## src/i2cee_pkg.sv

```systemverilog
`default_nettype none
package i2cee_pkg;

   localparam int PAGE_BYTES = 32;
   localparam int PAGE_AW = (PAGE_BYTES > 1) ? $clog2(PAGE_BYTES) : 1;
   localparam int LOAD_W = $clog2(PAGE_BYTES + 1);
   localparam logic [1:0] MAX_ATTEMPTS = 2'd3;

   localparam logic [1:0] ACT_TICK  = 2'd0;
   localparam logic [1:0] ACT_LOAD  = 2'd1;
   localparam logic [1:0] ACT_WRITE = 2'd2;
   localparam logic [1:0] ACT_READ  = 2'd3;

   localparam logic [1:0] ST_OK   = 2'd0;
   localparam logic [1:0] ST_FAIL = 2'd1;
   localparam logic [1:0] ST_PAGE = 2'd2;

   localparam logic [1:0] CSR_ADDR_BYTES = 2'd0;
   localparam logic [1:0] CSR_HALF       = 2'd1;
   localparam logic [1:0] CSR_ACK_WAIT   = 2'd2;
   localparam logic [1:0] CSR_POLL       = 2'd3;

   typedef enum logic [14:0] {
      PH_IDLE      = 15'h0001,
      PH_START_A   = 15'h0002,
      PH_START_B   = 15'h0004,
      PH_TX_LOW    = 15'h0008,
      PH_TX_HIGH   = 15'h0010,
      PH_ACK_LOW   = 15'h0020,
      PH_ACK_HIGH  = 15'h0040,
      PH_RS_LOW    = 15'h0080,
      PH_RX_LOW    = 15'h0100,
      PH_RX_HIGH   = 15'h0200,
      PH_MACK_LOW  = 15'h0400,
      PH_MACK_HIGH = 15'h0800,
      PH_STOP_A    = 15'h1000,
      PH_STOP_B    = 15'h2000,
      PH_STOP_C    = 15'h4000
   } phase_type;

   typedef enum logic [2:0] {
      SG_DEV  = 3'd0,
      SG_AH   = 3'd1,
      SG_AL   = 3'd2,
      SG_RDEV = 3'd3,
      SG_DATA = 3'd4,
      SG_POLL = 3'd5
   } stage_type;

   typedef enum logic [2:0] {
      OUT_FAIL      = 3'd0,
      OUT_WRITE_OK  = 3'd1,
      OUT_READ_OK   = 3'd2,
      OUT_POLL_ACK  = 3'd3,
      OUT_POLL_NACK = 3'd4
   } outcome_type;

   typedef struct packed {
      logic [1:0]  addr_bytes;
      logic [7:0]  half_period_ticks;
      logic [7:0]  ack_wait_limit;
      logic [15:0] poll_limit;
   } csr_type;

   typedef struct packed {
      logic       we;
      logic [PAGE_AW-1:0] waddr;
      logic [7:0] wdata;
      logic [PAGE_AW-1:0] raddr;
   } buf_ctl_type;

endpackage
`default_nettype wire

```

## src/i2cee_ram.sv

```systemverilog
`default_nettype none
module i2cee_ram #(
   parameter int WIDTH = 8,
   parameter int DEPTH = 32,
   parameter int AW = (DEPTH > 1) ? $clog2(DEPTH) : 1
) (
   input  wire logic             clock,
   input  wire logic             we,
   input  wire logic [AW-1:0]    waddr,
   input  wire logic [WIDTH-1:0] wdata,
   input  wire logic [AW-1:0]    raddr,
   output logic      [WIDTH-1:0] rdata
);
   logic [WIDTH-1:0] mem_ff [DEPTH];
   always_ff @(posedge clock) begin
      if (we) begin
         mem_ff[waddr] <= wdata;
      end
      rdata <= mem_ff[raddr];
   end
endmodule
`default_nettype wire

```

## src/i2cee_csr.sv

```systemverilog
`default_nettype none
module i2cee_csr (
   input  wire logic        clock,
   input  wire logic        reset,
   input  wire logic        csr_we,
   input  wire logic [1:0]  csr_index,
   input  wire logic [15:0] csr_wdata,
   output i2cee_pkg::csr_type csr
);
   i2cee_pkg::csr_type csr_ff;
   always_ff @(posedge clock) begin
      if (reset) begin
         csr_ff.addr_bytes        <= 2'd2;
         csr_ff.half_period_ticks <= 8'd4;
         csr_ff.ack_wait_limit    <= 8'd10;
         csr_ff.poll_limit        <= 16'd8000;
      end else if (csr_we) begin
         unique case (csr_index)
            i2cee_pkg::CSR_ADDR_BYTES: csr_ff.addr_bytes <= csr_wdata[1:0];
            i2cee_pkg::CSR_HALF:       csr_ff.half_period_ticks <= csr_wdata[7:0];
            i2cee_pkg::CSR_ACK_WAIT:   csr_ff.ack_wait_limit <= csr_wdata[7:0];
            i2cee_pkg::CSR_POLL:       csr_ff.poll_limit <= csr_wdata;
            default: ;
         endcase
      end
   end
   assign csr = csr_ff;
endmodule
`default_nettype wire

```

## src/i2cee_core.sv

```systemverilog
`default_nettype none
module i2cee_core (
   input  wire logic        clock,
   input  wire logic        reset,
   input  wire i2cee_pkg::csr_type csr,
   input  wire logic        step,
   input  wire logic [1:0]  action,
   input  wire logic [7:0]  device_addr,
   input  wire logic [15:0] mem_addr,
   input  wire logic [15:0] byte_count,
   input  wire logic [7:0]  data_byte,
   input  wire logic        sda_sample,
   input  wire logic [7:0]  buf_rdata,
   output i2cee_pkg::buf_ctl_type buf_ctl,
   output logic        o_scl,
   output logic        o_sda,
   output logic        o_busy,
   output logic [7:0]  o_rd_data,
   output logic        o_rd_valid,
   output logic        o_rd_last,
   output logic        o_done,
   output logic [1:0]  o_status
);
   localparam int AW = i2cee_pkg::PAGE_AW;
   localparam int LW = i2cee_pkg::LOAD_W;

   i2cee_pkg::phase_type   phase_ff, phase_in;
   i2cee_pkg::stage_type   stage_ff, stage_in;
   i2cee_pkg::outcome_type outcome_ff, outcome_in;
   logic [15:0] tick_ff, tick_in;
   logic [3:0]  bit_ff, bit_in;
   logic [7:0]  shift_ff, shift_in;
   logic [15:0] idx_ff, idx_in;
   logic [1:0]  attempt_ff, attempt_in;
   logic [LW-1:0] load_ff, load_in;
   logic [7:0]  dev_ff, dev_in;
   logic [15:0] addr_ff, addr_in;
   logic [15:0] len_ff, len_in;
   logic        rd_ff, rd_in;
   logic        poll_ff, poll_in;
   logic [15:0] pused_ff, pused_in;

   logic [15:0] h, tinc, twait;
   logic        fin, last_b;
   logic [7:0]  shifted_rx;
   logic [16:0] idx_p1;
   logic        rdv, rdl, done;
   logic [7:0]  rdd;
   logic [1:0]  st;
   logic [15:0] idx_nx;

   // Keep the RAM addressed at the next data byte so it is ready at the acknowledge.
   assign h = (csr.half_period_ticks == 8'd0) ? 16'd1 : {8'd0, csr.half_period_ticks};
   assign tinc = (tick_ff == 16'hFFFF) ? tick_ff : tick_ff + 16'd1;
   assign fin = tinc >= h;
   assign twait = tinc - h;
   assign idx_p1 = {1'b0, idx_ff} + 17'd1;
   assign last_b = idx_p1 >= {1'b0, len_ff};
   assign shifted_rx = {shift_ff[6:0], sda_sample};

   always_comb begin
      phase_in = phase_ff; stage_in = stage_ff; outcome_in = outcome_ff;
      tick_in = tick_ff; bit_in = bit_ff; shift_in = shift_ff; idx_in = idx_ff;
      attempt_in = attempt_ff; load_in = load_ff; dev_in = dev_ff;
      addr_in = addr_ff; len_in = len_ff; rd_in = rd_ff; poll_in = poll_ff;
      pused_in = pused_ff;
      rdv = 1'b0; rdl = 1'b0; rdd = 8'd0; done = 1'b0; st = i2cee_pkg::ST_OK;
      idx_nx = idx_ff;
      buf_ctl.we = 1'b0;
      buf_ctl.waddr = load_ff[AW-1:0];
      buf_ctl.wdata = data_byte;
      buf_ctl.raddr = (stage_ff == i2cee_pkg::SG_DATA) ? idx_p1[AW-1:0] : idx_ff[AW-1:0];
      if (step) begin
         if (phase_ff == i2cee_pkg::PH_IDLE) begin
            unique case (action)
               i2cee_pkg::ACT_LOAD: begin
                  if (load_ff < LW'(i2cee_pkg::PAGE_BYTES)) begin
                     buf_ctl.we = 1'b1;
                     load_in = load_ff + LW'(1);
                  end
               end
               i2cee_pkg::ACT_WRITE, i2cee_pkg::ACT_READ: begin
                  if (action == i2cee_pkg::ACT_WRITE) begin
                     load_in = '0;
                  end
                  if (action == i2cee_pkg::ACT_WRITE &&
                      byte_count > 16'(i2cee_pkg::PAGE_BYTES)) begin
                     done = 1'b1; st = i2cee_pkg::ST_PAGE;
                  end else begin
                     dev_in = device_addr; addr_in = mem_addr; len_in = byte_count;
                     rd_in = (action == i2cee_pkg::ACT_READ);
                     attempt_in = '0; idx_in = '0; bit_in = '0; shift_in = '0;
                     poll_in = 1'b0; pused_in = '0; stage_in = i2cee_pkg::SG_DEV;
                     phase_in = i2cee_pkg::PH_START_A; tick_in = '0;
                  end
               end
               default: ;
            endcase
         end else begin
            if (poll_ff && pused_ff != 16'hFFFF) pused_in = pused_ff + 16'd1;
            tick_in = tinc;
            unique case (phase_ff)
               i2cee_pkg::PH_START_A: if (fin) begin
                  phase_in = i2cee_pkg::PH_START_B; tick_in = '0;
               end
               i2cee_pkg::PH_START_B: if (fin) begin
                  bit_in = '0; phase_in = i2cee_pkg::PH_TX_LOW; tick_in = '0;
                  unique case (stage_ff)
                     i2cee_pkg::SG_AH:   shift_in = addr_ff[15:8];
                     i2cee_pkg::SG_AL:   shift_in = addr_ff[7:0];
                     i2cee_pkg::SG_RDEV: shift_in = dev_ff | 8'h01;
                     default:            shift_in = dev_ff;
                  endcase
               end
               i2cee_pkg::PH_TX_LOW: if (fin) begin
                  phase_in = i2cee_pkg::PH_TX_HIGH; tick_in = '0;
               end
               i2cee_pkg::PH_TX_HIGH: if (fin) begin
                  shift_in = {shift_ff[6:0], 1'b0};
                  bit_in = bit_ff + 4'd1;
                  phase_in = (bit_ff >= 4'd7) ? i2cee_pkg::PH_ACK_LOW
                                              : i2cee_pkg::PH_TX_LOW;
                  tick_in = '0;
               end
               i2cee_pkg::PH_ACK_LOW: if (fin) begin
                  phase_in = i2cee_pkg::PH_ACK_HIGH; tick_in = '0;
               end
               i2cee_pkg::PH_ACK_HIGH: if (fin) begin
                  if (!sda_sample) begin
                     tick_in = '0;
                     case (stage_ff)
                        i2cee_pkg::SG_DEV: begin
                           stage_in = (csr.addr_bytes >= 2'd2) ? i2cee_pkg::SG_AH
                                                               : i2cee_pkg::SG_AL;
                           shift_in = (csr.addr_bytes >= 2'd2) ? addr_ff[15:8]
                                                               : addr_ff[7:0];
                           bit_in = '0; phase_in = i2cee_pkg::PH_TX_LOW;
                        end
                        i2cee_pkg::SG_AH: begin
                           stage_in = i2cee_pkg::SG_AL; shift_in = addr_ff[7:0];
                           bit_in = '0; phase_in = i2cee_pkg::PH_TX_LOW;
                        end
                        i2cee_pkg::SG_AL: begin
                           if (rd_ff) begin
                              phase_in = i2cee_pkg::PH_RS_LOW;
                           end else if (len_ff != 16'd0) begin
                              idx_in = '0; shift_in = buf_rdata;
                              stage_in = i2cee_pkg::SG_DATA;
                              bit_in = '0; phase_in = i2cee_pkg::PH_TX_LOW;
                           end else begin
                              outcome_in = i2cee_pkg::OUT_WRITE_OK;
                              phase_in = i2cee_pkg::PH_STOP_A;
                           end
                        end
                        i2cee_pkg::SG_RDEV: begin
                           if (len_ff != 16'd0) begin
                              idx_in = '0; bit_in = '0; shift_in = '0;
                              phase_in = i2cee_pkg::PH_RX_LOW;
                           end else begin
                              outcome_in = i2cee_pkg::OUT_READ_OK;
                              phase_in = i2cee_pkg::PH_STOP_A;
                           end
                        end
                        i2cee_pkg::SG_DATA: begin
                           idx_nx = idx_p1[15:0];
                           idx_in = idx_nx;
                           if (idx_nx < len_ff) begin
                              shift_in = buf_rdata;
                              bit_in = '0; phase_in = i2cee_pkg::PH_TX_LOW;
                           end else begin
                              outcome_in = i2cee_pkg::OUT_WRITE_OK;
                              phase_in = i2cee_pkg::PH_STOP_A;
                           end
                        end
                        default: begin
                           outcome_in = i2cee_pkg::OUT_POLL_ACK;
                           phase_in = i2cee_pkg::PH_STOP_A;
                        end
                     endcase
                  end else if (twait >= {8'd0, csr.ack_wait_limit}) begin
                     outcome_in = poll_ff ? i2cee_pkg::OUT_POLL_NACK
                                          : i2cee_pkg::OUT_FAIL;
                     phase_in = i2cee_pkg::PH_STOP_A; tick_in = '0;
                  end
               end
               i2cee_pkg::PH_RS_LOW: if (fin) begin
                  stage_in = i2cee_pkg::SG_RDEV;
                  phase_in = i2cee_pkg::PH_START_A; tick_in = '0;
               end
               i2cee_pkg::PH_RX_LOW: if (fin) begin
                  phase_in = i2cee_pkg::PH_RX_HIGH; tick_in = '0;
               end
               i2cee_pkg::PH_RX_HIGH: if (fin) begin
                  shift_in = shifted_rx;
                  bit_in = bit_ff + 4'd1;
                  tick_in = '0;
                  if (bit_ff >= 4'd7) begin
                     rdv = 1'b1; rdd = shifted_rx; rdl = last_b;
                     phase_in = i2cee_pkg::PH_MACK_LOW;
                  end else begin
                     phase_in = i2cee_pkg::PH_RX_LOW;
                  end
               end
               i2cee_pkg::PH_MACK_LOW: if (fin) begin
                  phase_in = i2cee_pkg::PH_MACK_HIGH; tick_in = '0;
               end
               i2cee_pkg::PH_MACK_HIGH: if (fin) begin
                  idx_in = idx_p1[15:0]; tick_in = '0;
                  if (idx_p1[15:0] < len_ff) begin
                     bit_in = '0; shift_in = '0; phase_in = i2cee_pkg::PH_RX_LOW;
                  end else begin
                     outcome_in = i2cee_pkg::OUT_READ_OK;
                     phase_in = i2cee_pkg::PH_STOP_A;
                  end
               end
               i2cee_pkg::PH_STOP_A: if (fin) begin
                  phase_in = i2cee_pkg::PH_STOP_B; tick_in = '0;
               end
               i2cee_pkg::PH_STOP_B: if (fin) begin
                  phase_in = i2cee_pkg::PH_STOP_C; tick_in = '0;
               end
               i2cee_pkg::PH_STOP_C: if (fin) begin
                  tick_in = '0;
                  if (outcome_ff == i2cee_pkg::OUT_FAIL) begin
                     attempt_in = attempt_ff + 2'd1;
                     if (attempt_ff + 2'd1 >= i2cee_pkg::MAX_ATTEMPTS) begin
                        phase_in = i2cee_pkg::PH_IDLE; done = 1'b1;
                        st = i2cee_pkg::ST_FAIL; poll_in = 1'b0;
                     end else begin
                        idx_in = '0; stage_in = i2cee_pkg::SG_DEV;
                        phase_in = i2cee_pkg::PH_START_A;
                     end
                  end else if (outcome_ff == i2cee_pkg::OUT_WRITE_OK) begin
                     poll_in = 1'b1; pused_in = '0;
                     stage_in = i2cee_pkg::SG_POLL; phase_in = i2cee_pkg::PH_START_A;
                  end else if (outcome_ff == i2cee_pkg::OUT_POLL_NACK &&
                               pused_in < csr.poll_limit) begin
                     stage_in = i2cee_pkg::SG_POLL; phase_in = i2cee_pkg::PH_START_A;
                  end else begin
                     phase_in = i2cee_pkg::PH_IDLE; done = 1'b1; poll_in = 1'b0;
                  end
               end
               default: begin
                  phase_in = i2cee_pkg::PH_IDLE; tick_in = '0;
               end
            endcase
         end
      end
   end

   always_ff @(posedge clock) begin
      if (reset) begin
         phase_ff <= i2cee_pkg::PH_IDLE; stage_ff <= i2cee_pkg::SG_DEV;
         outcome_ff <= i2cee_pkg::OUT_FAIL; tick_ff <= '0; bit_ff <= '0;
         shift_ff <= '0; idx_ff <= '0; attempt_ff <= '0; load_ff <= '0;
         dev_ff <= '0; addr_ff <= '0; len_ff <= '0; rd_ff <= 1'b0;
         poll_ff <= 1'b0; pused_ff <= '0;
      end else if (step) begin
         phase_ff <= phase_in; stage_ff <= stage_in; outcome_ff <= outcome_in;
         tick_ff <= tick_in; bit_ff <= bit_in; shift_ff <= shift_in;
         idx_ff <= idx_in; attempt_ff <= attempt_in; load_ff <= load_in;
         dev_ff <= dev_in; addr_ff <= addr_in; len_ff <= len_in; rd_ff <= rd_in;
         poll_ff <= poll_in; pused_ff <= pused_in;
      end
   end

   logic [7:0] sh_out;
   logic       last_out;
   logic [16:0] idx_in_p1;
   assign idx_in_p1 = {1'b0, idx_in} + 17'd1;
   assign last_out = idx_in_p1 >= {1'b0, len_in};

   // The line levels follow the next state.
   assign sh_out = shift_in;

   always_comb begin
      o_scl = 1'b1; o_sda = 1'b1;
      unique case (phase_in)
         i2cee_pkg::PH_START_B: begin o_scl = 1'b1; o_sda = 1'b0; end
         i2cee_pkg::PH_TX_LOW:  begin o_scl = 1'b0; o_sda = sh_out[7]; end
         i2cee_pkg::PH_TX_HIGH: begin o_scl = 1'b1; o_sda = sh_out[7]; end
         i2cee_pkg::PH_ACK_LOW, i2cee_pkg::PH_RS_LOW, i2cee_pkg::PH_RX_LOW: begin
            o_scl = 1'b0; o_sda = 1'b1;
         end
         i2cee_pkg::PH_MACK_LOW:  begin o_scl = 1'b0; o_sda = last_out; end
         i2cee_pkg::PH_MACK_HIGH: begin o_scl = 1'b1; o_sda = last_out; end
         i2cee_pkg::PH_STOP_A: begin o_scl = 1'b0; o_sda = 1'b0; end
         i2cee_pkg::PH_STOP_B: begin o_scl = 1'b1; o_sda = 1'b0; end
         default: ;
      endcase
      o_busy = (phase_in != i2cee_pkg::PH_IDLE);
      o_rd_data = rdd; o_rd_valid = rdv; o_rd_last = rdl;
      o_done = done; o_status = st;
   end
endmodule
`default_nettype wire

```

## src/i2c_eeprom_master.sv

```systemverilog
// channel | ports                                   | direction
// req     | req_valid/req_stall, action..sda_sample | in, one tick or command per word
// rsp     | rsp_valid/rsp_stall, scl..status        | out, one word per req word
// csr     | csr_we, csr_index, csr_wdata            | in, write only
// Each req word is processed combinationally and its rsp word is registered.
// A word is taken whenever the output register is empty or being drained.
// The page buffer is a 32-byte RAM; the next data byte is addressed ahead through its registered read.
// Reset is synchronous; it clears all control state and sets the CSRs to their defaults.
`default_nettype none
module i2c_eeprom_master (
   input  wire logic        clock,
   input  wire logic        reset,
   input  wire logic        csr_we,
   input  wire logic [1:0]  csr_index,
   input  wire logic [15:0] csr_wdata,
   input  wire logic        req_valid,
   output logic             req_stall,
   input  wire logic [1:0]  req_action,
   input  wire logic [7:0]  req_device_addr,
   input  wire logic [15:0] req_mem_addr,
   input  wire logic [15:0] req_byte_count,
   input  wire logic [7:0]  req_data_byte,
   input  wire logic        req_sda_sample,
   output logic             rsp_valid,
   input  wire logic        rsp_stall,
   output logic             rsp_scl,
   output logic             rsp_sda_release,
   output logic             rsp_busy_res,
   output logic [7:0]       rsp_rd_data,
   output logic             rsp_rd_valid,
   output logic             rsp_rd_last,
   output logic             rsp_done_res,
   output logic [1:0]       rsp_status
);
   i2cee_pkg::csr_type     csr;
   i2cee_pkg::buf_ctl_type buf_ctl;
   logic [7:0] buf_rdata;
   logic step;
   logic c_scl, c_sda, c_busy, c_rdv, c_rdl, c_done;
   logic [7:0] c_rdd;
   logic [1:0] c_st;
   logic valid_ff;

   assign req_stall = valid_ff && rsp_stall;
   assign step = req_valid && !req_stall;

   i2cee_csr u_csr (
      .clock, .reset, .csr_we, .csr_index, .csr_wdata, .csr
   );

   i2cee_ram #(.WIDTH(8), .DEPTH(i2cee_pkg::PAGE_BYTES)) u_buf (
      .clock, .we(buf_ctl.we && step), .waddr(buf_ctl.waddr), .wdata(buf_ctl.wdata),
      .raddr(buf_ctl.raddr), .rdata(buf_rdata)
   );

   i2cee_core u_core (
      .clock, .reset, .csr, .step,
      .action(req_action), .device_addr(req_device_addr), .mem_addr(req_mem_addr),
      .byte_count(req_byte_count), .data_byte(req_data_byte),
      .sda_sample(req_sda_sample), .buf_rdata, .buf_ctl,
      .o_scl(c_scl), .o_sda(c_sda), .o_busy(c_busy), .o_rd_data(c_rdd),
      .o_rd_valid(c_rdv), .o_rd_last(c_rdl), .o_done(c_done), .o_status(c_st)
   );

   always_ff @(posedge clock) begin
      if (reset) begin
         valid_ff <= 1'b0;
      end else if (step) begin
         valid_ff <= 1'b1;
      end else if (!rsp_stall) begin
         valid_ff <= 1'b0;
      end
   end

   always_ff @(posedge clock) begin
      if (step) begin
         rsp_scl <= c_scl; rsp_sda_release <= c_sda; rsp_busy_res <= c_busy;
         rsp_rd_data <= c_rdd; rsp_rd_valid <= c_rdv; rsp_rd_last <= c_rdl;
         rsp_done_res <= c_done; rsp_status <= c_st;
      end
   end

   assign rsp_valid = valid_ff;
endmodule
`default_nettype wire

```

## config.mk

```make
export PLATFORM = sky130hd
export DESIGN_NAME = i2c_eeprom_master
export DESIGN_NICKNAME = d
export VERILOG_FILES = /design/src/i2cee_pkg.sv /design/src/i2cee_ram.sv /design/src/i2cee_csr.sv /design/src/i2cee_core.sv /design/src/i2c_eeprom_master.sv
export SDC_FILE = /design/constraint.sdc
export NUM_CORES = 1
export LEC_CHECK = 0
export BUFFER_PORTS_ARGS = -buffer_cell sky130_fd_sc_hd__buf_2
export CAP_MARGIN = 0
export CORE_MARGIN = 2
export CORE_UTILIZATION = 50
export DETAILED_ROUTE_END_ITERATION = 7
export PLACE_DENSITY = 0.68
export REMOVE_ABC_BUFFERS = 1
export SETUP_SLACK_MARGIN = 0.02
export SYNTH_ARGS = -nofsm -noshare
export SYNTH_HDL_FRONTEND = slang
export SYNTH_SLANG_ARGS = --single-unit
```

## constraint.sdc

```tcl
create_clock -name clock -period 8.5 [get_ports clock]
set_clock_uncertainty 0.2 [all_clocks]
set_input_delay 1.275 -clock clock [delete_from_list [all_inputs] [get_ports clock]]
set_output_delay 1.275 -clock clock [all_outputs]
set_load 0.01 [all_outputs]
```

# ---- Word-level counts from Yosys, hierarchy flattened
# Memories as Yosys holds them, arrays and structs flattened. A register that Yosys moved wholly into a read port is not among the register bits.
# Cells that the tools add are included.
# W data, S select, Z words.
dict set report word_totals {
  memories 1
  ram_bits 256
  word_cells 346
  output_inout_bits 18
  in_bits 74
  regBits 182
}
# memory depth width rd rd_ports_with_merged_regs write_ports line
set mem_list {}
lappend mem_list {u_buf.mem_ff 32 8 1 1 1 i2cee_ram.sv:14} ;# logic [WIDTH-1:0] mem_ff [DEPTH];
dict set report classes {
  bitwise 5
  reduce_logical 43
  magnitude_cmp 11
  n_mux 174
  addsub 8
  eq_ne 75
}
# cell n
set ops {}
lappend ops {{$mux W16} 32}
lappend ops {{$mux W15} 23}
lappend ops {{$pmux W15 S14} 1}
lappend ops {{$mux W8} 16}
lappend ops {{$pmux W16 S3} 2}
lappend ops {{$pmux W8 S5} 2}
lappend ops {{$mux W3} 23}
lappend ops {{$pmux W15 S4} 1}
lappend ops {{$mux W13} 4}
lappend ops {{$mux W4} 11}
lappend ops {{$add A16 B1 Y17 const B} 2}
lappend ops {{$ge A17 B16 Y1} 2}
lappend ops {{$add A16 B1 Y16 const B} 2}
lappend ops {{$lt A16 B16 Y1} 2}
lappend ops {{$pmux W16 S2} 1}
lappend ops {{$pmux W4 S4} 2}
lappend ops {{$eq A15 B11 Y1 const B} 2}
lappend ops {{$eq A15 B12 Y1 const B} 2}
lappend ops {{$eq A15 B13 Y1 const B} 2}
lappend ops {{$eq A15 B14 Y1 const B} 2}
lappend ops {{$eq A15 B3 Y1 const B} 2}
lappend ops {{$eq A15 B4 Y1 const B} 2}
lappend ops {{$eq A15 B5 Y1 const B} 2}
lappend ops {{$eq A15 B6 Y1 const B} 2}
lappend ops {{75 further kinds} 174}

# ---- Longest topological paths before layout
# Gate-level depths: netlist of run 1.
dict set report logic_depth {
  depth_word 17
  ltp_mapped 31
  depth_no_buf 29
}

# ---- Cells and area by module
# From an unflattened synthesis of run 1, not the netlist that was laid out.
dict set report unflattened {
  hier_cells 2061
  hier_area_um2 23030.8
}
# mod instances seq_area_each_um2 area_per_inst_um2 cells_each
set modules_own_cells {}
lappend modules_own_cells {i2cee_core 1 2622.5 11023.1 1485}
lappend modules_own_cells {i2cee_ram 1 7847.5 10053.4 417}
lappend modules_own_cells {i2cee_csr 1 680.7 1421.4 137}
lappend modules_own_cells {i2c_eeprom_master 1 500.5 533.0 22}

# ---- Least setup slack after synthesis of run 1
# No wires, ideal clock.
dict set report synth_timing {
  path_type {flip-flop to flip-flop}
  start {register u_core.tick_ff[0]}
  end {register rsp_sda_release, data pin}
  arrival_time_ps 6561
  setup_time_ps 277
  n_path_buf 2
  synth_period_minus_slack_ps 7039
  required_time_ps 8023
  slack_ps 1461
  path_stages_with_launch 29
  cell_sequence {dfxtp_1 ha_1 nand4_2 or4_1 buf_2 xnor2_1 ha_1 inv_1 fa_1 a21o_1 a31oi_1 o31ai_1 or3_4 or4_4 buf_6 a31oi_1 o21ai_0 o31a_1 or4_4 nor3_1 xor2_1 ha_1 a21o_1 a21o_1 a221oi_1 o21ai_0 a221o_1 a31oi_1 o221ai_1}
}
dict set report synth_via {
  elab_chain_len 13
}
# element line
set synth_rtl {}
lappend synth_rtl {{from (decl)} i2cee_core.sv:30} ;# logic [15:0] tick_ff, tick_in;
lappend synth_rtl {{from (signal assigned)} i2cee_core.sv:260} ;# tick_ff <= tick_in; bit_ff <= bit_in; shift_ff <= shift_in;
lappend synth_rtl {{$add A16 B1 Y16 or $eq A16 B16 Y1 (tied branches)} i2cee_core.sv:54} ;# assign tinc = (tick_ff == 16'hFFFF) ? tick_ff : tick_ff + 16'd1;
lappend synth_rtl {{$mux W16 (*)} i2cee_core.sv:54}
lappend synth_rtl {{$sub A16 B16 Y16} i2cee_core.sv:56} ;# assign twait = tinc - h;
lappend synth_rtl {{$ge A16 B8 Y1} i2cee_core.sv:180} ;# end else if (twait >= {8'd0, csr.ack_wait_limit}) begin
lappend synth_rtl {{$mux W15} i2cee_core.sv:180}
lappend synth_rtl {{$mux W15} i2cee_core.sv:129} ;# if (!sda_sample) begin
lappend synth_rtl {{$mux W15} i2cee_core.sv:128} ;# i2cee_pkg::PH_ACK_HIGH: if (fin) begin
lappend synth_rtl {{$pmux W15 S14} i2cee_core.sv:102} ;# unique case (phase_ff)
lappend synth_rtl {{$mux W15} i2cee_core.sv:74} ;# if (phase_ff == i2cee_pkg::PH_IDLE) begin
lappend synth_rtl {{$mux W15} i2cee_core.sv:73} ;# if (step) begin
lappend synth_rtl {{$eq A15 B3 Y1 (tied with other cells)} i2cee_core.sv:278} ;# unique case (phase_in)
lappend synth_rtl {{$reduce_or A3 Y1 (no line) or $reduce_or A2 Y1 (tied branches)} -}
lappend synth_rtl {{$pmux W1 S3 (*)} i2cee_core.sv:278}
lappend synth_rtl {{net c_sda} i2c_eeprom_master.sv:39} ;# logic c_scl, c_sda, c_busy, c_rdv, c_rdl, c_done;
lappend synth_rtl {{to (signal assigned)} i2c_eeprom_master.sv:77} ;# rsp_scl <= c_scl; rsp_sda_release <= c_sda; rsp_busy_res <= c_busy;
lappend synth_rtl {{to (decl)} i2c_eeprom_master.sv:27} ;# output logic rsp_sda_release,
# Mark *: on every way through the listed nets, which the timed path passes. The rest lies on a longest branch. The select of a mux whose other input is x is not followed.
# A chain may end at the register's enable or synchronous reset.

# ---- Worst setup path in the final report of run 1
# Same ends and word-level chain as after synthesis.

==> impl_table.tex, run 1 <==
\begin{tabular}{lr}
\hline
Metric & Value \\
\hline
\multicolumn{2}{l}{\textbf{Timing}} \\
Setup repair after global routing missed its margin & no \\
Transition time at the pin with the least slew margin & 1.13 ns \\
Worst hold margin & 0.254 ns \\
Final-report max-slew violation count & 0 \\
Fraction of the cycle the final worst path needs & 93.7\% \\
Max-slew headroom & 24.2\% \\
Final-layout setup total negative slack & 0 ns \\
Fin. Hold Viols & 0 \\
Min Tclk post-route & 7.97 ns \\
Timing-limited maximum frequency & $\sim$130 MHz \\
Final setup violation count & 0 \\
\multicolumn{2}{l}{\textbf{Yosys}} \\
Main combinational cell family by area after synthesis & simple AND/OR/NAND/NOR gates \\
Most frequently used flop master after synthesis & sky130\_fd\_sc\_hd\_\_edfxtp\_1 \\
Number of distinct library cells after synthesis & 95 \\
Share of synthesized cell area in full adder, half adder and majority cells & between 4 and 5\% \\
Synthesized instance count & 1,998 \\
EDFF count, synth & 272 \\
Share of async-settable or async-resettable flops after synthesis & 0\% \\
Xor and xnor fraction of the mapped netlist area & 2.75\% \\
Cell type with the largest total area after synthesis & sky130\_fd\_sc\_hd\_\_edfxtp\_1 \\
Post-synthesis simple-gate area fraction & 16.4\% \\
Register area share after synthesis & between 50\% and 60\% \\
Complex-gate fraction of the synthesized area & between 10\% and 20\% \\
Most instantiated cells after synthesis & sky130\_fd\_sc\_hd\_\_edfxtp\_1, sky130\_fd\_sc\_hd\_\_nand2\_1, sky130\_fd\_sc\_hd\_\_nor2\_1, sky130\_fd\_sc\_hd\_\_dfxtp\_1, sky130\_fd\_sc\_hd\_\_a21oi\_1 \\
FF+latch count, synth & roughly 450 \\
Netlist area before placement & 22,300 µm² \\
Number of warnings printed during yosys synthesis & 0 \\
Mean instance size in the synthesized netlist & approximately 11 µm² \\
Share of Yosys cell area claimed by the top area cell type & 36.6\% \\
Cells taking the most area after synthesis & sky130\_fd\_sc\_hd\_\_edfxtp\_1, sky130\_fd\_sc\_hd\_\_dfxtp\_1, sky130\_fd\_sc\_hd\_\_mux4\_2 \\
Share of synthesized area spent on multiplexers & between 9 and 10\% \\
Most common cell in the netlist & sky130\_fd\_sc\_hd\_\_edfxtp\_1 \\
\multicolumn{2}{l}{\textbf{Drt}} \\
Number of vias after detailed routing & roughly 16,000 \\
DRT antenna net count & 0 \\
Routed length per instance & 21.4 µm \\
Violation count after the first detailed-route iteration & between 1,500 and 2,000 \\
Number of optimization iterations in the first detailed-route pass & 5 \\
Vias per cell & 6.10 \\
Residual DRC count & 0 \\
Wire length after detailed routing & 57,500 µm \\
\multicolumn{2}{l}{\textbf{Critical path}} \\
Start of the worst register-to-register path & u\_core.tick\_ff[0]\$\_SDFFE\_PP0P\_ \\
Worst Path Arrival & 8.07 ns \\
Worst-case register-to-register setup slack & 0.53 ns \\
Kind of launch point of the worst setup path & flop \\
Crit Reg-Reg Endpoint & rsp\_sda\_release\$\_DFFE\_PP\_ \\
CP endpoint kind & flop \\
Worst Path Class, Setup & reg -> reg \\
Worst-path fanout max & 10 \\
FF-to-FF path depth & 26 \\
CP required & 8.60 ns \\
\multicolumn{2}{l}{\textbf{GRT}} \\
Tot GR Track Use & 24.5\% \\
Number of antenna violations at the first check in global routing & 1 \\
Gr busiest metal & met2 \\
Met1 track demand over resource in global routing & 31.4\% \\
Leftover overflow at the end of global routing & 0 \\
Wire length of the first global-routing pass & approximately 90,000 µm \\
Largest net degree at the start of global routing & between 80 and 90 \\
Via count of the first global-routing pass & 15,871 \\
GR Layer Usage met3 & 3.65\% \\
Met2 GRT Util & 41.3\% \\
\multicolumn{2}{l}{\textbf{Place}} \\
Number of port buffers & 91 \\
Number of instances in the placed design & 2,597 \\
Half-perimeter wire length after placement & 39,900 µm \\
GPL Wtd Cong & 0.933 \\
\multicolumn{2}{l}{\textbf{Worst hold path}} \\
Worst Hold Launch & u\_csr.csr[20]\$\_SDFFE\_PP0P\_ \\
Min-Delay Path Depth & 2 \\
Type of the most critical hold path & reg -> reg \\
Worst-case hold path end point & u\_csr.csr[20]\$\_SDFFE\_PP0P\_ \\
\multicolumn{2}{l}{\textbf{Run status}} \\
Run status & complete, no violations \\
\multicolumn{2}{l}{\textbf{Final layout}} \\
Fraction of layout cells with a size suffix above 1 & between 10\% and 20\% \\
Multi-input gate area in the final layout & just over 10,000 µm² \\
Count of filler cells inserted in the layout & roughly 3,800 \\
Final \#Nets & 2,203 \\
Final Instance Count excl. Fillers & 2,681 \\
Antenna cell count & 0 \\
Synth-to-Final Area Change & 11.7\% \\
FF/Latch Area & roughly 12,000 µm² \\
\multicolumn{2}{l}{\textbf{Clock tree}} \\
Buffers inserted during post-CTS setup optimization & 0 \\
Number of clock buffers inserted by TritonCTS & 47 \\
Number of hold buffers added after cts & 0 \\
Number of resized instances in the post-cts repair step & 0 \\
TritonCTS Sinks & approximately 450 \\
Clock tree from TritonCTS & done \\
Number of H-tree branching levels & 2 \\
Clk\_lat worst skew & 0.59 ns \\
Clock transition at the registers of the reported paths & 0.07 ns \\
Maximum buffer depth of the clock tree & 3 \\
Clk Tree Root Cell & sky130\_fd\_sc\_hd\_\_clkbuf\_16 \\
\multicolumn{2}{l}{\textbf{Pwr}} \\
Static Leak & 8.96 nW \\
Worst VDD drop & about 0.2 mV \\
Power per Cell Area & 190 nW/µm² \\
\multicolumn{2}{l}{\textbf{Die}} \\
Core area & roughly 44,000 µm² \\
Overall die height & approximately 220 µm \\
Boundary Pins & between 90 and 100 \\
Standard-cell rows & 77 \\
Die Span X & 215 µm \\
Starting density of the core & 50.5\% \\
Area of the die & 46,300 µm² \\
\multicolumn{2}{l}{\textbf{Flow run}} \\
Max cap viols & 0 \\
\hline
\end{tabular}
-- kinds of logic after synthesis --
kind of cell / Yosys count
AO/OA/AOI/OAI: 389
adder cells (fa/ha/maj): 75
buffers and inverters: 166
AND/OR/NAND/NOR: 735
XOR/XNOR: 69
flip-flops: 445
multiplexers: 119
-- power by group --
| part | internal, W | switching, W | leakage, nW |
|---|---|---|---|
| combinational | 0.0000843 | 0.000169 | 4.31 |
| sequential | 0.00231 | 0.0000142 | 3.86 |
| clock | 0.00128 | 0.000874 | 0.795 |
-- critical path, cell delays in order (launching register included) --
cell                       delay (ns)
sky130_fd_sc_hd__dfxtp_1         0.45
sky130_fd_sc_hd__ha_1            0.28
sky130_fd_sc_hd__nand4_2         0.21
sky130_fd_sc_hd__or4_1           0.66
sky130_fd_sc_hd__xnor2_1         0.24
sky130_fd_sc_hd__ha_1            0.19
sky130_fd_sc_hd__inv_1           0.06
sky130_fd_sc_hd__fa_1            0.44
sky130_fd_sc_hd__a21o_1          0.22
sky130_fd_sc_hd__a31oi_1         0.24
sky130_fd_sc_hd__o31ai_1         0.18
sky130_fd_sc_hd__or3_4           0.43
sky130_fd_sc_hd__or4_4           0.64
sky130_fd_sc_hd__o21ai_2         0.25
sky130_fd_sc_hd__o21bai_1        0.14
sky130_fd_sc_hd__a21oi_1         0.17
sky130_fd_sc_hd__or4_4           0.52
sky130_fd_sc_hd__nor2_1          0.28
sky130_fd_sc_hd__nand2_1         0.11
sky130_fd_sc_hd__xnor2_1         0.15
sky130_fd_sc_hd__ha_1            0.33
sky130_fd_sc_hd__and4_1          0.19
sky130_fd_sc_hd__a221oi_1        0.25
sky130_fd_sc_hd__o21ai_0         0.17
sky130_fd_sc_hd__a221o_1         0.31
sky130_fd_sc_hd__a31oi_1         0.21
sky130_fd_sc_hd__o221ai_1        0.14
-- metal layers --
layer | up-vias | routed length, µm
li1 | 7612 | -
met1 | 8017 | 23600
met2 | 601 | 28200
met3 | 135 | 3290
met4 | 2 | 2310
met5 | - | 12
-- cell type report --
| class | count | share of cell area, % |
|---|---|---|
| Sequential cell | 445 | 46.7 |
| Multi-Input combinational cell | 1387 | 40.4 |
| Clock buffer | 55 | 5.18 |
| Tap cell | 592 | 2.98 |
| Timing Repair Buffer | 104 | 2.23 |
| Clock inverter | 29 | 1.42 |
| Inverter | 69 | 1.04 |
-- flip-flops by register name, summed over array words and instances (netlist names), 2 cells and up --
name               flops
u_buf.mem_ff         256
u_core.pused_ff       16
u_core.len_ff         16
u_core.bit_ff          4
u_core.outcome_ff      3
u_core.load_ff         6
u_buf.rdata            8
u_core.stage_ff        3
rsp_rd_data            8
u_core.attempt_ff      2
u_core.tick_ff        16
u_csr.csr             33
u_core.shift_ff        8
u_core.phase_ff       15
rsp_status             2
u_core.dev_ff          8
u_core.addr_ff        16
u_core.idx_ff         16
-- worst max-delay path by stage --
stage,slack (ns),from,to
global placement,0.75,u_core.tick_ff[0]$_SDFFE_PP0P_,rsp_sda_release$_DFFE_PP_
global route,0.18,u_core.tick_ff[0]$_SDFFE_PP0P_,rsp_sda_release$_DFFE_PP_
floorplan,1.31,u_core.tick_ff[0]$_SDFFE_PP0P_,rsp_sda_release$_DFFE_PP_
finish,0.53,u_core.tick_ff[0]$_SDFFE_PP0P_,rsp_sda_release$_DFFE_PP_
detailed placement,0.65,u_core.tick_ff[0]$_SDFFE_PP0P_,rsp_sda_release$_DFFE_PP_
CTS,0.60,u_core.tick_ff[0]$_SDFFE_PP0P_,rsp_sda_release$_DFFE_PP_
-- metrics by stage --
step / worst slack [ns] / total power [W] / area (µm²) / util, %
after floorplan: 1.31 / 0.00250 / 21900 / -
after global placement: 0.751 / 0.00261 / 23300 / 52.7
after detailed placement: 0.650 / 0.00262 / 23300 / 52.7
after CTS: 0.598 / 0.00476 / 24900 / 56.4
after global routing: 0.175 / 0.00486 / 24900 / 56.4
final: 0.534 / 0.00472 / 24900 / 56.4
-- placed cells by master, fill, tap and decap left out, drive strengths merged, types with 36 or more instances in the layout --
cell,Yosys,final
edfxtp,272,272
nand2,219,219
nor2,208,208
dfxtp,173,173
a21oi,114,114
buf,14,104
mux4,80,80
ha,74,74
o21ai,73,73
inv,68,71
clkbuf,83,55
nand3,53,53
xnor2,44,44
a22oi,39,39
nor3,37,37
nand4,36,36
No activity file was read; power rests on OpenSTA's default activity.
==> run 2, diff against run 1 <==
--- a/config.mk
+++ b/config.mk
@@ -5,8 +5,8 @@
 export SDC_FILE = /design/constraint.sdc
 export NUM_CORES = 1
 export LEC_CHECK = 0
+export ABC_AREA = 1
 export BUFFER_PORTS_ARGS = -buffer_cell sky130_fd_sc_hd__buf_2
-export CAP_MARGIN = 0
 export CORE_MARGIN = 2
 export CORE_UTILIZATION = 50
 export DETAILED_ROUTE_END_ITERATION = 7
==> impl_table.tex, run 2 <==
\begin{tabular}{lr}
\hline
Metric & Value \\
\hline
\multicolumn{2}{l}{\textbf{Clock tree}} \\
Number of clock buffers inserted by TritonCTS & 50 \\
Clk\_lat worst skew & around 0.62 ns \\
Number of hold buffers added after cts & 0 \\
Clock tree from TritonCTS & done \\
TritonCTS Sinks & 445 \\
Maximum buffer depth of the clock tree & 3 \\
Number of H-tree branching levels & 2 \\
Clk Tree Root Cell & sky130\_fd\_sc\_hd\_\_clkbuf\_16 \\
Buffers inserted during post-CTS setup optimization & 0 \\
Clock transition at the registers of the reported paths & approximately 0.060 ns \\
Number of resized instances in the post-cts repair step & 0 \\
\multicolumn{2}{l}{\textbf{Die}} \\
Die Span X & 220 µm \\
Standard-cell rows & 79 \\
Boundary Pins & 92 \\
Area of the die & 48,500 µm² \\
Overall die height & approximately 220 µm \\
Starting density of the core & 50.4\% \\
Core area & 46,400 µm² \\
\multicolumn{2}{l}{\textbf{GRT}} \\
Wire length of the first global-routing pass & 103,000 µm \\
Largest net degree at the start of global routing & 82 \\
GR Layer Usage met3 & 3.57\% \\
Number of antenna violations at the first check in global routing & 3 \\
Gr busiest metal & met2 \\
Leftover overflow at the end of global routing & 0 \\
Met1 track demand over resource in global routing & 35.8\% \\
Met2 GRT Util & between 40\% and 50\% \\
Via count of the first global-routing pass & 19,045 \\
Tot GR Track Use & between 20\% and 30\% \\
\multicolumn{2}{l}{\textbf{Critical path}} \\
Start of the worst register-to-register path & u\_core.tick\_ff[1]\$\_SDFFE\_PP0P\_ \\
Critical Path Slowest Stage Cell & sky130\_fd\_sc\_hd\_\_fa\_1 \\
Worst Path Class, Setup & reg -> reg \\
Kind of launch point of the worst setup path & flop \\
Highest cell delay on the worst timing path & 0.46 ns \\
Worst-path fanout max & 19 \\
Critical Path Source & u\_core.tick\_ff[1]\$\_SDFFE\_PP0P\_ \\
Worst Path Arrival & 7.12 ns \\
CP required & 8.67 ns \\
Cell mode on critical path & sky130\_fd\_sc\_hd\_\_nand2\_1 \\
CP endpoint kind & flop \\
\multicolumn{2}{l}{\textbf{Yosys}} \\
Mean instance size in the synthesized netlist & 8.16 µm² \\
EDFF count, synth & 272 \\
Most frequently used flop master after synthesis & sky130\_fd\_sc\_hd\_\_edfxtp\_1 \\
Number of warnings printed during yosys synthesis & 0 \\
Most instantiated cells after synthesis & sky130\_fd\_sc\_hd\_\_nand2\_1, sky130\_fd\_sc\_hd\_\_nand3\_1, sky130\_fd\_sc\_hd\_\_inv\_1, sky130\_fd\_sc\_hd\_\_edfxtp\_1, sky130\_fd\_sc\_hd\_\_nor2\_1 \\
Cells taking the most area after synthesis & sky130\_fd\_sc\_hd\_\_edfxtp\_1, sky130\_fd\_sc\_hd\_\_dfxtp\_1, sky130\_fd\_sc\_hd\_\_nand2\_1 \\
Netlist area before placement & 23,400 µm² \\
Share of async-settable or async-resettable flops after synthesis & 0\% \\
Cell type with the largest total area after synthesis & sky130\_fd\_sc\_hd\_\_edfxtp\_1 \\
Share of Yosys cell area claimed by the top area cell type & about a third \\
Synthesized instance count & 2,864 \\
Most common cell in the netlist & sky130\_fd\_sc\_hd\_\_nand2\_1 \\
FF+latch count, synth & 445 \\
Number of distinct library cells after synthesis & 61 \\
Register area share after synthesis & about half \\
\multicolumn{2}{l}{\textbf{Drt}} \\
Residual DRC count & 0 \\
Violation count after the first detailed-route iteration & 1,805 \\
Routed length per instance & 18.3 µm \\
Vias per cell & about 5.6 \\
DRT antenna net count & 0 \\
Number of optimization iterations in the first detailed-route pass & 6 \\
Wire length after detailed routing & about 65,000 µm \\
Number of vias after detailed routing & 20,116 \\
\multicolumn{2}{l}{\textbf{Final layout}} \\
Final \#Nets & 3,065 \\
Fraction of layout cells with a size suffix above 1 & under 10\% \\
Synth-to-Final Area Change & 11.6\% \\
Top register by number of flip-flops & u\_buf.mem\_ff \\
Most frequent standard cell in the layout excluding fill and tap cells & sky130\_fd\_sc\_hd\_\_nand2\_1 \\
Multi-input gate area in the final layout & 10,100 µm² \\
FF/Latch Area & 11,600 µm² \\
Final Instance Count excl. Fillers & 3,567 \\
Commonest cells after routing, fill and taps aside & sky130\_fd\_sc\_hd\_\_nand2\_1, sky130\_fd\_sc\_hd\_\_nand3\_1, sky130\_fd\_sc\_hd\_\_inv\_1 \\
Number of flip-flops in the largest register & 256 \\
Count of filler cells inserted in the layout & 4,239 \\
\multicolumn{2}{l}{\textbf{Pwr}} \\
Worst VDD drop & 0.245 mV \\
Power per Cell Area & approximately 210 nW/µm² \\
Part of the total power dissipated in combinational logic & 14.3\% \\
Internal Power & 0.00400 W \\
Net Sw Frac & 27.4\% \\
Clock network fraction of design power & 42.6\% \\
Sequential share of power & 43.1\% \\
Static Leak & 10.7 nW \\
P\_sw & around 0.0015 W \\
\multicolumn{2}{l}{\textbf{Place}} \\
GPL Wtd Cong & about 0.93 \\
Number of instances in the placed design & 3,471 \\
Number of port buffers & 91 \\
Half-perimeter wire length after placement & 45,100 µm \\
\multicolumn{2}{l}{\textbf{Timing}} \\
Transition time at the pin with the least slew margin & 1.33 ns \\
Setup repair after global routing missed its margin & no \\
Final-layout setup total negative slack & 0 ns \\
Timing-limited maximum frequency & 144 MHz \\
Fraction of the cycle the final worst path needs & 81.7\% \\
Final-report max-slew violation count & 0 \\
Min Tclk post-route & 6.95 ns \\
Max-slew headroom & approximately 11\% \\
Fin. Hold Viols & 0 \\
Final setup violation count & 0 \\
\multicolumn{2}{l}{\textbf{Worst hold path}} \\
Type of the most critical hold path & reg -> reg \\
Worst Hold Launch & u\_core.dev\_ff[0]\$\_SDFFE\_PP0P\_ \\
\multicolumn{2}{l}{\textbf{Run status}} \\
Run status & complete, no violations \\
\multicolumn{2}{l}{\textbf{Flow run}} \\
Max cap viols & 0 \\
\hline
\end{tabular}
## run 2: cell count changes after synthesis, moves of 31 or more
cell | previous run | this run
sky130_fd_sc_hd__inv_1 | 68 | 303
sky130_fd_sc_hd__o21ai_0 | 66 | 137
sky130_fd_sc_hd__mux4_2 | 80 | 0
sky130_fd_sc_hd__nor2_1 | 205 | 265
sky130_fd_sc_hd__xnor2_1 | 43 | 12
sky130_fd_sc_hd__nand3_1 | 52 | 327
sky130_fd_sc_hd__a22oi_1 | 38 | 4
sky130_fd_sc_hd__nand2_1 | 219 | 693
sky130_fd_sc_hd__a21oi_1 | 114 | 157
## run 2: worst max-delay path: cells and delay by family (launching register included)
kind	cells	cell delay (ns)
adder cells (fa/ha/maj)	5	1.46
flip-flops	1	0.41
AND/OR/NAND/NOR	17	2.29
XOR/XNOR	2	0.41
AO/OA/AOI/OAI	11	1.39
buffers and inverters	7	0.56
## run 2: logic make-up (layout without fill, tap and decap cells)
logic type	Yosys count	in the layout	share of synthesized area (%)
XOR/XNOR	48	48	1.80
adder cells (fa/ha/maj)	75	75	4.05
buffers and inverters	431	525	7.13
AO/OA/AOI/OAI	436	436	10.8
other	0	2	0
AND/OR/NAND/NOR	1429	1429	26.5
flip-flops	445	445	49.8
## run 2: path summary, 6_finish.rpt
| check | end | slack [ns] | depth (start not counted) |
|---|---|---|---|
| hold / removal | u_core.dev_ff[0]$_SDFFE_PP0P_ | 0.26 | 2 |
| setup / recovery | rsp_sda_release$_DFFE_PP_ | 1.55 | 42 |
| hold reg to reg | u_core.dev_ff[0]$_SDFFE_PP0P_ | 0.26 | 2 |
| setup reg to reg | rsp_sda_release$_DFFE_PP_ | 1.55 | 42 |
## run 2: metrics by stage
| stage | cell area [µm²] | hold slack, ns | utilization [%] | setup WS (ns) | total power, W |
|---|---|---|---|---|---|
| global placement | 24300 | 0.248 | 52.4 | 1.72 | 0.00318 |
| floorplan | 22900 | 0.232 | - | 0.665 | 0.00291 |
| detailed placement | 24300 | 0.254 | 52.4 | 1.61 | 0.00319 |
| CTS | 26100 | 0.259 | 56.2 | 1.58 | 0.00553 |
| finish | 26100 | 0.257 | 56.3 | 1.55 | 0.00551 |
| global route | 26100 | 0.283 | 56.3 | 0.901 | 0.00572 |
## run 2: layout make-up
type                            instances  share of cell area, %
Antenna cell                            2                 0.0192
Sequential cell                       445                   44.6
Inverter                              325                   4.68
Clock buffer                           65                   5.29
Timing Repair Buffer                  106                   2.19
Clock inverter                         29                   1.59
Tap cell                              607                   2.91
Multi-Input combinational cell       1988                   38.7
## run 2: per-layer routing
metal	vias up	wire (µm)	share of wire (%)
met2	680	31300	48
li1	9782	-	-
met1	9536	28200	43
met5	-	13	0.020
met3	116	4030	6.2
met4	2	1850	2.8
## run 2: power by group through the flow
stage,clock network (W),registers [W],logic (W)
2_1_floorplan,0,0.00241,0.000501
3_3_place_gp,0,0.00242,0.000760
3_5_place_dp,0,0.00242,0.000774
4_1_cts,0.00238,0.00237,0.000779
6_report,0.00235,0.00237,0.000786
5_1_grt,0.00246,0.00238,0.000873
